===== src/design/srs_pkg.sv =====
// ----------------------------------------------------------------------------
// srs_pkg: shared types and constants of the sortable record stack
// Field widths, operation and status codes, and sequencer states.
// ----------------------------------------------------------------------------
package srs_pkg;

  // field widths
  localparam int TURN_W   = 16;
  localparam int DAMAGE_W = 16;
  localparam int OP_W     = 2;
  localparam int STATUS_W = 2;
  localparam int FILL_W   = 6;
  localparam int REC_W    = TURN_W + DAMAGE_W;

  // default stack depth
  localparam int DEPTH_DEF = 32;

  // operation codes
  typedef enum logic [OP_W-1:0] {
    OP_PUSH = 2'd0,
    OP_POP  = 2'd1,
    OP_SORT = 2'd2
  } op_t;

  // status codes
  typedef enum logic [STATUS_W-1:0] {
    ST_OK    = 2'd0,
    ST_EMPTY = 2'd1,
    ST_FULL  = 2'd2
  } status_t;

  // sequencer states
  typedef enum logic [2:0] {
    S_IDLE,
    S_POP,
    S_KEY_WAIT,
    S_PREV_CHK,
    S_PLACE
  } state_t;

endpackage


===== src/design/srs_in_if.sv =====
// ----------------------------------------------------------------------------
// srs_in_if: command channel of the record stack
// Valid/ready channel carrying one operation and an optional record.
// ----------------------------------------------------------------------------
interface srs_in_if;
  import srs_pkg::*;

  logic                valid;
  logic                ready;
  logic [OP_W-1:0]     op;
  logic [TURN_W-1:0]   rec_turn;
  logic [DAMAGE_W-1:0] rec_damage;

  modport source (output valid, output op, output rec_turn, output rec_damage,
                  input ready);
  modport sink   (input valid, input op, input rec_turn, input rec_damage,
                  output ready);
endinterface


===== src/design/srs_out_if.sv =====
// ----------------------------------------------------------------------------
// srs_out_if: response channel of the record stack
// Valid/ready channel carrying one result per operation.
// ----------------------------------------------------------------------------
interface srs_out_if;
  import srs_pkg::*;

  logic                valid;
  logic                ready;
  logic [TURN_W-1:0]   out_turn;
  logic [DAMAGE_W-1:0] out_damage;
  logic [STATUS_W-1:0] status;
  logic [FILL_W-1:0]   fill;

  modport source (output valid, output out_turn, output out_damage,
                  output status, output fill, input ready);
  modport sink   (input valid, input out_turn, input out_damage,
                  input status, input fill, output ready);
endinterface


===== src/design/sortable_record_stack.sv =====
// ----------------------------------------------------------------------------
// sortable_record_stack: bounded stack of turn/damage records with a sort
// Push, pop and a stable descending sort by turn over a one-read, one-write store.
// ----------------------------------------------------------------------------
// Usage
//   cmd carries one operation per beat: push a record, pop the top record,
//   or sort the stored records by turn, largest at the bottom, ties kept in
//   push order. rsp returns exactly one beat per command with the popped
//   record (zero otherwise), a status code and the fill after the command.
// Sequencing
//   push, an empty pop, an unused code and a sort of fewer than two records:
//   result registered at the accepting edge.
//   pop: the record arrives from the store's registered read port in S_POP.
//   sort of n records: an insertion sort driven by one 16-bit comparator and
//   the store's single read and write port; S_KEY_WAIT takes each key and
//   S_PREV_CHK shifts smaller neighbors up before the key is written back.
//   cmd.ready is low while a command is in progress.
// Reset and stall
//   rst clears the fill count and the sequencer and holds cmd.ready low;
//   the store is not cleared.
//   A result waits in the output register while rsp.ready is low; the next
//   command is taken once that beat is leaving.
// ----------------------------------------------------------------------------
module sortable_record_stack #(
  parameter int DEPTH = srs_pkg::DEPTH_DEF
) (
  input  logic       clk,
  input  logic       rst,
  srs_in_if.sink     cmd,
  srs_out_if.source  rsp
);
  import srs_pkg::*;

  localparam int CW = $clog2(DEPTH + 1);
  localparam int AW = $clog2(DEPTH);

  // record store
  logic [REC_W-1:0] mem [DEPTH];
  logic [REC_W-1:0] rd_data;
  logic [AW-1:0]    rd_addr;
  logic             wr_en;
  logic [AW-1:0]    wr_addr;
  logic [REC_W-1:0] wr_data;

  // control registers
  state_t           state, state_next;
  logic [CW-1:0]    count, count_next;
  logic [AW-1:0]    idx_i, idx_i_next;
  logic [AW-1:0]    idx_j, idx_j_next;
  logic [REC_W-1:0] key, key_next;

  // result load
  logic                ld;
  logic [TURN_W-1:0]   ld_turn;
  logic [DAMAGE_W-1:0] ld_damage;
  status_t             ld_status;

  logic accept;
  logic prev_less;
  logic sort_last;

  assign cmd.ready = !rst && (state == S_IDLE) && (!rsp.valid || rsp.ready);
  assign accept    = cmd.valid && cmd.ready;
  assign prev_less = rd_data[REC_W-1:DAMAGE_W] < key[REC_W-1:DAMAGE_W];
  assign sort_last = (CW'(idx_i) + CW'(1)) == count;

  // store write port
  always_ff @(posedge clk) begin
    if (wr_en) begin
      mem[wr_addr] <= wr_data;
    end
  end

  // store read port, registered
  always_ff @(posedge clk) begin
    rd_data <= mem[rd_addr];
  end

  // state and control registers
  always_ff @(posedge clk) begin
    if (rst) begin
      state <= S_IDLE;
      count <= '0;
    end else begin
      state <= state_next;
      count <= count_next;
    end
  end

  // sort indexes and held key
  always_ff @(posedge clk) begin
    idx_i <= idx_i_next;
    idx_j <= idx_j_next;
    key   <= key_next;
  end

  // sequencer
  always_comb begin
    state_next = state;
    count_next = count;
    idx_i_next = idx_i;
    idx_j_next = idx_j;
    key_next   = key;
    rd_addr    = '0;
    wr_en      = 1'b0;
    wr_addr    = idx_j;
    wr_data    = key;
    ld         = 1'b0;
    ld_turn    = '0;
    ld_damage  = '0;
    ld_status  = ST_OK;

    unique case (state)
      S_IDLE: begin
        if (cmd.op == OP_POP) begin
          rd_addr = AW'(count - CW'(1));
        end else begin
          rd_addr = AW'(1);
        end
        if (accept) begin
          unique case (cmd.op)
            OP_PUSH: begin
              ld = 1'b1;
              if (count == CW'(DEPTH)) begin
                ld_status = ST_FULL;
              end else begin
                wr_en      = 1'b1;
                wr_addr    = AW'(count);
                wr_data    = {cmd.rec_turn, cmd.rec_damage};
                count_next = count + CW'(1);
              end
            end
            OP_POP: begin
              if (count == '0) begin
                ld        = 1'b1;
                ld_status = ST_EMPTY;
              end else begin
                state_next = S_POP;
              end
            end
            OP_SORT: begin
              if (count < CW'(2)) begin
                ld = 1'b1;
              end else begin
                idx_i_next = AW'(1);
                state_next = S_KEY_WAIT;
              end
            end
            default: begin
              ld = 1'b1;
            end
          endcase
        end
      end

      // popped record arrives from the store
      S_POP: begin
        ld         = 1'b1;
        ld_turn    = rd_data[REC_W-1:DAMAGE_W];
        ld_damage  = rd_data[DAMAGE_W-1:0];
        count_next = count - CW'(1);
        state_next = S_IDLE;
      end

      // take the key and fetch its left neighbor
      S_KEY_WAIT: begin
        key_next   = rd_data;
        idx_j_next = idx_i;
        rd_addr    = idx_i - AW'(1);
        state_next = S_PREV_CHK;
      end

      // shift the neighbor up while its turn is smaller than the key, else write the key
      S_PREV_CHK: begin
        wr_en   = 1'b1;
        wr_addr = idx_j;
        if (prev_less) begin
          wr_data = rd_data;
          if (idx_j == AW'(1)) begin
            idx_j_next = '0;
            state_next = S_PLACE;
          end else begin
            idx_j_next = idx_j - AW'(1);
            rd_addr    = idx_j - AW'(2);
          end
        end else begin
          wr_data = key;
          if (sort_last) begin
            ld         = 1'b1;
            state_next = S_IDLE;
          end else begin
            idx_i_next = idx_i + AW'(1);
            rd_addr    = idx_i + AW'(1);
            state_next = S_KEY_WAIT;
          end
        end
      end

      // key lands at the bottom
      S_PLACE: begin
        wr_en   = 1'b1;
        wr_addr = '0;
        wr_data = key;
        if (sort_last) begin
          ld         = 1'b1;
          state_next = S_IDLE;
        end else begin
          idx_i_next = idx_i + AW'(1);
          rd_addr    = idx_i + AW'(1);
          state_next = S_KEY_WAIT;
        end
      end

      default: begin
        state_next = S_IDLE;
      end
    endcase
  end

  // output register
  always_ff @(posedge clk) begin
    if (rst) begin
      rsp.valid <= 1'b0;
    end else if (ld) begin
      rsp.valid <= 1'b1;
    end else if (rsp.ready) begin
      rsp.valid <= 1'b0;
    end
  end

  always_ff @(posedge clk) begin
    if (ld) begin
      rsp.out_turn   <= ld_turn;
      rsp.out_damage <= ld_damage;
      rsp.status     <= ld_status;
      rsp.fill       <= FILL_W'(count_next);
    end
  end

  // fill count stays within the store
  a_count_bound: assert property (@(posedge clk) disable iff (rst)
    count <= CW'(DEPTH))
    else $error("fill count beyond depth");

  // a new result never overwrites a beat still waiting
  a_no_overrun: assert property (@(posedge clk) disable iff (rst)
    ld |-> (!rsp.valid || rsp.ready))
    else $error("result overwrote a pending beat");

  // insertion position never passes the key's own slot
  a_sort_index: assert property (@(posedge clk) disable iff (rst)
    (state == S_PREV_CHK) |-> (idx_j <= idx_i && idx_j != '0))
    else $error("sort index out of order");

  // a pop of a non-empty stack answers after the store read in S_POP
  a_pop_latency: assert property (@(posedge clk) disable iff (rst)
    (accept && cmd.op == OP_POP && count != '0) |-> ##2 rsp.valid)
    else $error("pop result missing");

endmodule

===== src/flat_wrapper.sv =====
// flat-port wrapper written by rule: the top's interface ports become plain ports
module sortable_record_stack_flat import srs_pkg::*;
#(
  parameter int DEPTH = srs_pkg::DEPTH_DEF
)
  (clk, rst, cmd_valid, cmd_op, cmd_rec_turn, cmd_rec_damage, cmd_ready, rsp_valid, rsp_out_turn, rsp_out_damage, rsp_status, rsp_fill, rsp_ready);
  srs_in_if cmd_i ();
  srs_out_if rsp_i ();
  input  logic clk;
  input  logic rst;
  input wire logic [$bits(cmd_i.valid)-1:0] cmd_valid;
  input wire logic [$bits(cmd_i.op)-1:0] cmd_op;
  input wire logic [$bits(cmd_i.rec_turn)-1:0] cmd_rec_turn;
  input wire logic [$bits(cmd_i.rec_damage)-1:0] cmd_rec_damage;
  output wire logic [$bits(cmd_i.ready)-1:0] cmd_ready;
  output wire logic [$bits(rsp_i.valid)-1:0] rsp_valid;
  output wire logic [$bits(rsp_i.out_turn)-1:0] rsp_out_turn;
  output wire logic [$bits(rsp_i.out_damage)-1:0] rsp_out_damage;
  output wire logic [$bits(rsp_i.status)-1:0] rsp_status;
  output wire logic [$bits(rsp_i.fill)-1:0] rsp_fill;
  input wire logic [$bits(rsp_i.ready)-1:0] rsp_ready;
  assign cmd_i.valid = cmd_valid;
  assign cmd_i.op = cmd_op;
  assign cmd_i.rec_turn = cmd_rec_turn;
  assign cmd_i.rec_damage = cmd_rec_damage;
  assign cmd_ready = cmd_i.ready;
  assign rsp_valid = rsp_i.valid;
  assign rsp_out_turn = rsp_i.out_turn;
  assign rsp_out_damage = rsp_i.out_damage;
  assign rsp_status = rsp_i.status;
  assign rsp_fill = rsp_i.fill;
  assign rsp_i.ready = rsp_ready;
  sortable_record_stack #(.DEPTH(DEPTH)) u_core (.clk(clk), .rst(rst), .cmd(cmd_i), .rsp(rsp_i));
endmodule

===== config.mk =====
export PLATFORM = sky130hd
export DESIGN_NAME = sortable_record_stack_flat
export DESIGN_NICKNAME = d
export VERILOG_FILES = /design/src/design/srs_pkg.sv /design/src/design/srs_in_if.sv /design/src/design/srs_out_if.sv /design/src/design/sortable_record_stack.sv /design/src/flat_wrapper.sv
export SDC_FILE = /design/constraint.sdc
export NUM_CORES = 1
export LEC_CHECK = 0
export BUFFER_PORTS_ARGS = -buffer_cell sky130_fd_sc_hd__buf_2
export CAP_MARGIN = 20
export CORE_ASPECT_RATIO = 1.2
export CORE_MARGIN = 4
export CORE_UTILIZATION = 45
export DETAILED_ROUTE_END_ITERATION = 6
export GPL_ROUTABILITY_DRIVEN = 0
export PLACE_DENSITY_LB_ADDON = 0.3
export RECOVER_POWER = 100
export REMOVE_ABC_BUFFERS = 1
export SYNTH_ARGS = -nofsm -noshare
export SYNTH_HDL_FRONTEND = slang
export SYNTH_SLANG_ARGS = --single-unit

===== constraint.sdc =====
create_clock -name clk -period 6.7 [get_ports clk]
set_input_delay 0 -clock clk [delete_from_list [all_inputs] [get_ports clk]]
set_output_delay 0 -clock clk [all_outputs]
set_load 0.01 [all_outputs]

==> reports/qor.yml <==
yosys.area_share.simple: 0.1146
firstDrtPassIters: 6
overflow: 0
synth_edf_count: 1106
io_buffers: 79
syn_area_um2: 46510
grt_pass1_vias: 28070
cts_tree: "yes"
grtUsageTotal: 0.2387
setup.worst_path.start_class: "register"
max_slew.worst_pin.slew_ps: 2780
dieArea_um2: 108600
synth_top_family_by_area: "simple AND/OR/NAND/NOR gates"
ant_nets: 0
synthFlopType: "edfxtp_1"
ioPinCount: 80
pwr-share-clk: 0.383
ys_seq_elements: 1148
cpPeakStageDelay_ps: 1310
vias: 29520
synth_adder_area_share: 0.007263
post_drt_wl_per_cell_um: 27.42
ys_warn_count: 0
cts_buffer_depth: 3
synth-async-reset-ratio: 0
cp.required_ps: 7020
place_area_um2: 48680
finalHoldViolCount: 0
yosysTopAreaCell: "edfxtp_1"
violations: "capacitance limit, slew limit"
synth_cells: 3340
finalInstanceArea_um2: 52090
grt_pass1_wl_um: 191900
fmax_ghz: 0.1686
end_kind: "register"
dieWidth_um: 301.5
cts_buffers: 106
final_cell_mix: "edfxtp_1, nand2_1, nand3_1, a211oi_1, and3_1"
whs_ps: 176.0
critical_path.max_fanout: 19
fin_total_pwr_uw: 15520
synth_area_leaders: "edfxtp_1, nand2_1, a211oi_1"
seq_area_um2: 34050
multi_input_area_um2: 11400
nNetsFinal: 3450
layout_commonest_cell: "edfxtp_1"
core.rowCount: 128
clockRootBuffer: "clkbuf_16"
start_util: 0.4559
drt-total-wl_um: 132900
skew_ps: 27.45
finalSetupViolCount: 0
nFillCells: 8530
pwr-share-seq: 0.523
clkSinkCount: 1148
drv_cap: 5
fp.dieH_um: 360.2
p_sw_frac: 0.2437
muxShareOfSynthArea: 0.008931
drt_iter0_markers: 3584
htreeDepth: 3
post-route-period-util: 0.8853
p_sw_uw: 3783
power_leakage_uw: 0.01759
rsz0062_at_grt: "no"
clk_pin_slew_ps: 70
synth_compound_area_frac: 0.1036
syn2layout_area_growth_pct: 11.98
seq_area_frac_synth: 0.7321
path_class: "register to register"
antenna_found_initial: 3
grt_start_max_net_pins: 181
relSlewSlack: -0.8534
drive_gt1_frac: 0.1041
maxSlewViolCount: 170
final.min_clock_period_ps: 5931
synth.top_cell.area_share: 0.7140
clkLatencyLatePin_ps: 680
setup_tns_ps: 0
hpwlAfterDp_um: 71100
hold_class: "primary input to register"
synthXorXnorAreaFrac: 0.004654
status: "finished, violations left"
post_drt_via_cell_ratio: 6.092
cp.arrival_ps: 6250
peakVddDrop_v: 0.0002258
crit_path_cell_trace: "nor3_1 -> nor3b_1 -> and2_1 -> nand2_1 -> nor2_1 -> o21ai_1 -> a22oi_1 -> nand3_1 -> nor2_4 -> clkbuf_2"
critPathSlowestCell: "nor2_1"
synth_area_per_cell_um2: 13.93
core-area_um2: 102000
internal_power_uw: 11740
combPwrFrac: 0.094
yosysUniqueCellTypes: 75
power.density_nw_per_um2: 298.0
drc: 0
==> final timing paths <==
path / to / slack (ps) / start / cells past startpoint
min reg2reg: u_core.key[11]$_DFFE_PP_ / 460 / u_core.rd_data[11]$_DFF_P_ / 0
min: u_core.count[1]$_SDFF_PP0_ / 180 / rst / 3
max reg2reg: u_core.mem[25][22]$_DFFE_PP_ / 770 / u_core.state[2]$_SDFFE_PP0P_ / 10
max: u_core.mem[25][22]$_DFFE_PP_ / 770 / u_core.state[2]$_SDFFE_PP0P_ / 10
==> cell families (layout without fill, tap and decap cells) <==
| logic type | count (synthesis) | count (layout) |
|---|---|---|
| AO/OA/AOI/OAI | 662 | 662 |
| XOR/XNOR | 23 | 23 |
| adder cells (fa/ha/maj) | 27 | 27 |
| buffers and inverters | 273 | 410 |
| flip-flops | 1148 | 1148 |
| multiplexers | 39 | 39 |
| other | 0 | 3 |
| AND/OR/NAND/NOR | 1168 | 1168 |
==> sequential cells by signal, indices dropped and copies added (netlist names), 5 cells and up <==
signal / flops
u_core.rsp.out_damage: 16
u_core.rsp.out_turn: 16
u_core.key: 32
u_core.count: 6
u_core.idx_j: 5
u_core.rsp.fill: 6
u_core.idx_i: 5
u_core.rd_data: 32
u_core.mem: 1024
==> cell type report <==
type / instances / share of cell area
flip-flops and latches: 1148 / 0.6538
multi-input cells: 1919 / 0.2188
clock buffers: 134 / 0.05691
well taps: 1365 / 0.03279
repair buffers: 178 / 0.02638
clock inverters: 66 / 0.008888
inverters: 32 / 0.002306
diodes: 3 / 0.0001441
==> metal layers <==
metal	routed length, µm	GRT usage	vias up
met3	12140	0.04286	267
met4	5059	0.08915	0
met5	0	0	-
met1	52940	0.3285	14890
li1	-	-	12810
met2	62730	0.3818	1553
==> cell usage after synthesis (11+ instances only) <==
cell,number
inv_1,32
edfxtp_1,1106
xnor2_1,13
and3_1,171
a211oi_2,31
nand2_1,649
dfxtp_1,42
a211oi_1,172
o211ai_1,32
o2111ai_1,34
o21ai_0,81
buf_6,11
a32oi_1,62
buf_2,94
a21oi_1,110
buf_4,14
a31oi_1,33
clkbuf_1,109
mux2i_1,37
a22oi_1,67
ha_1,27
and2_1,37
nor2_1,61
nand3_1,194
==> through the flow <==
step	setup slack [ps]	instances	util
detailed placement	1408	4623	0.4772
CTS	1364	4829	0.5113
floorplan	-3445	3099	-
finish	768.8	4845	0.5106
global placement	1501	4623	0.4772
global route	447.6	4842	0.5105
==> critical path: cells and delay by family (launching register included) <==
kind	cells	cell delay [ps]
flip-flops	1	430
AO/OA/AOI/OAI	2	760
buffers and inverters	1	530
AND/OR/NAND/NOR	7	3810
==> power by group through the flow <==
stage | Clock (µW) | Sequential [µW] | Combinational [µW]
final | 5940 | 8120 | 1470
after CTS | 6000 | 8110 | 1470
after detailed placement | 0 | 8270 | 1460
after global routing | 6310 | 8120 | 1580
after global placement | 0 | 8270 | 1440
after floorplan | 0 | 8210 | 924
==> what timing repair did <==
item | 4_1_cts | 5_1_grt
resized for setup | 0 | 0
endpoints found under the hold margin | 12 | 89
buffers inserted | 0 | 0
hold buffers | 6 | 6
setup endpoints to repair | 0 | 0
No activity file was read; power rests on OpenSTA's default activity.
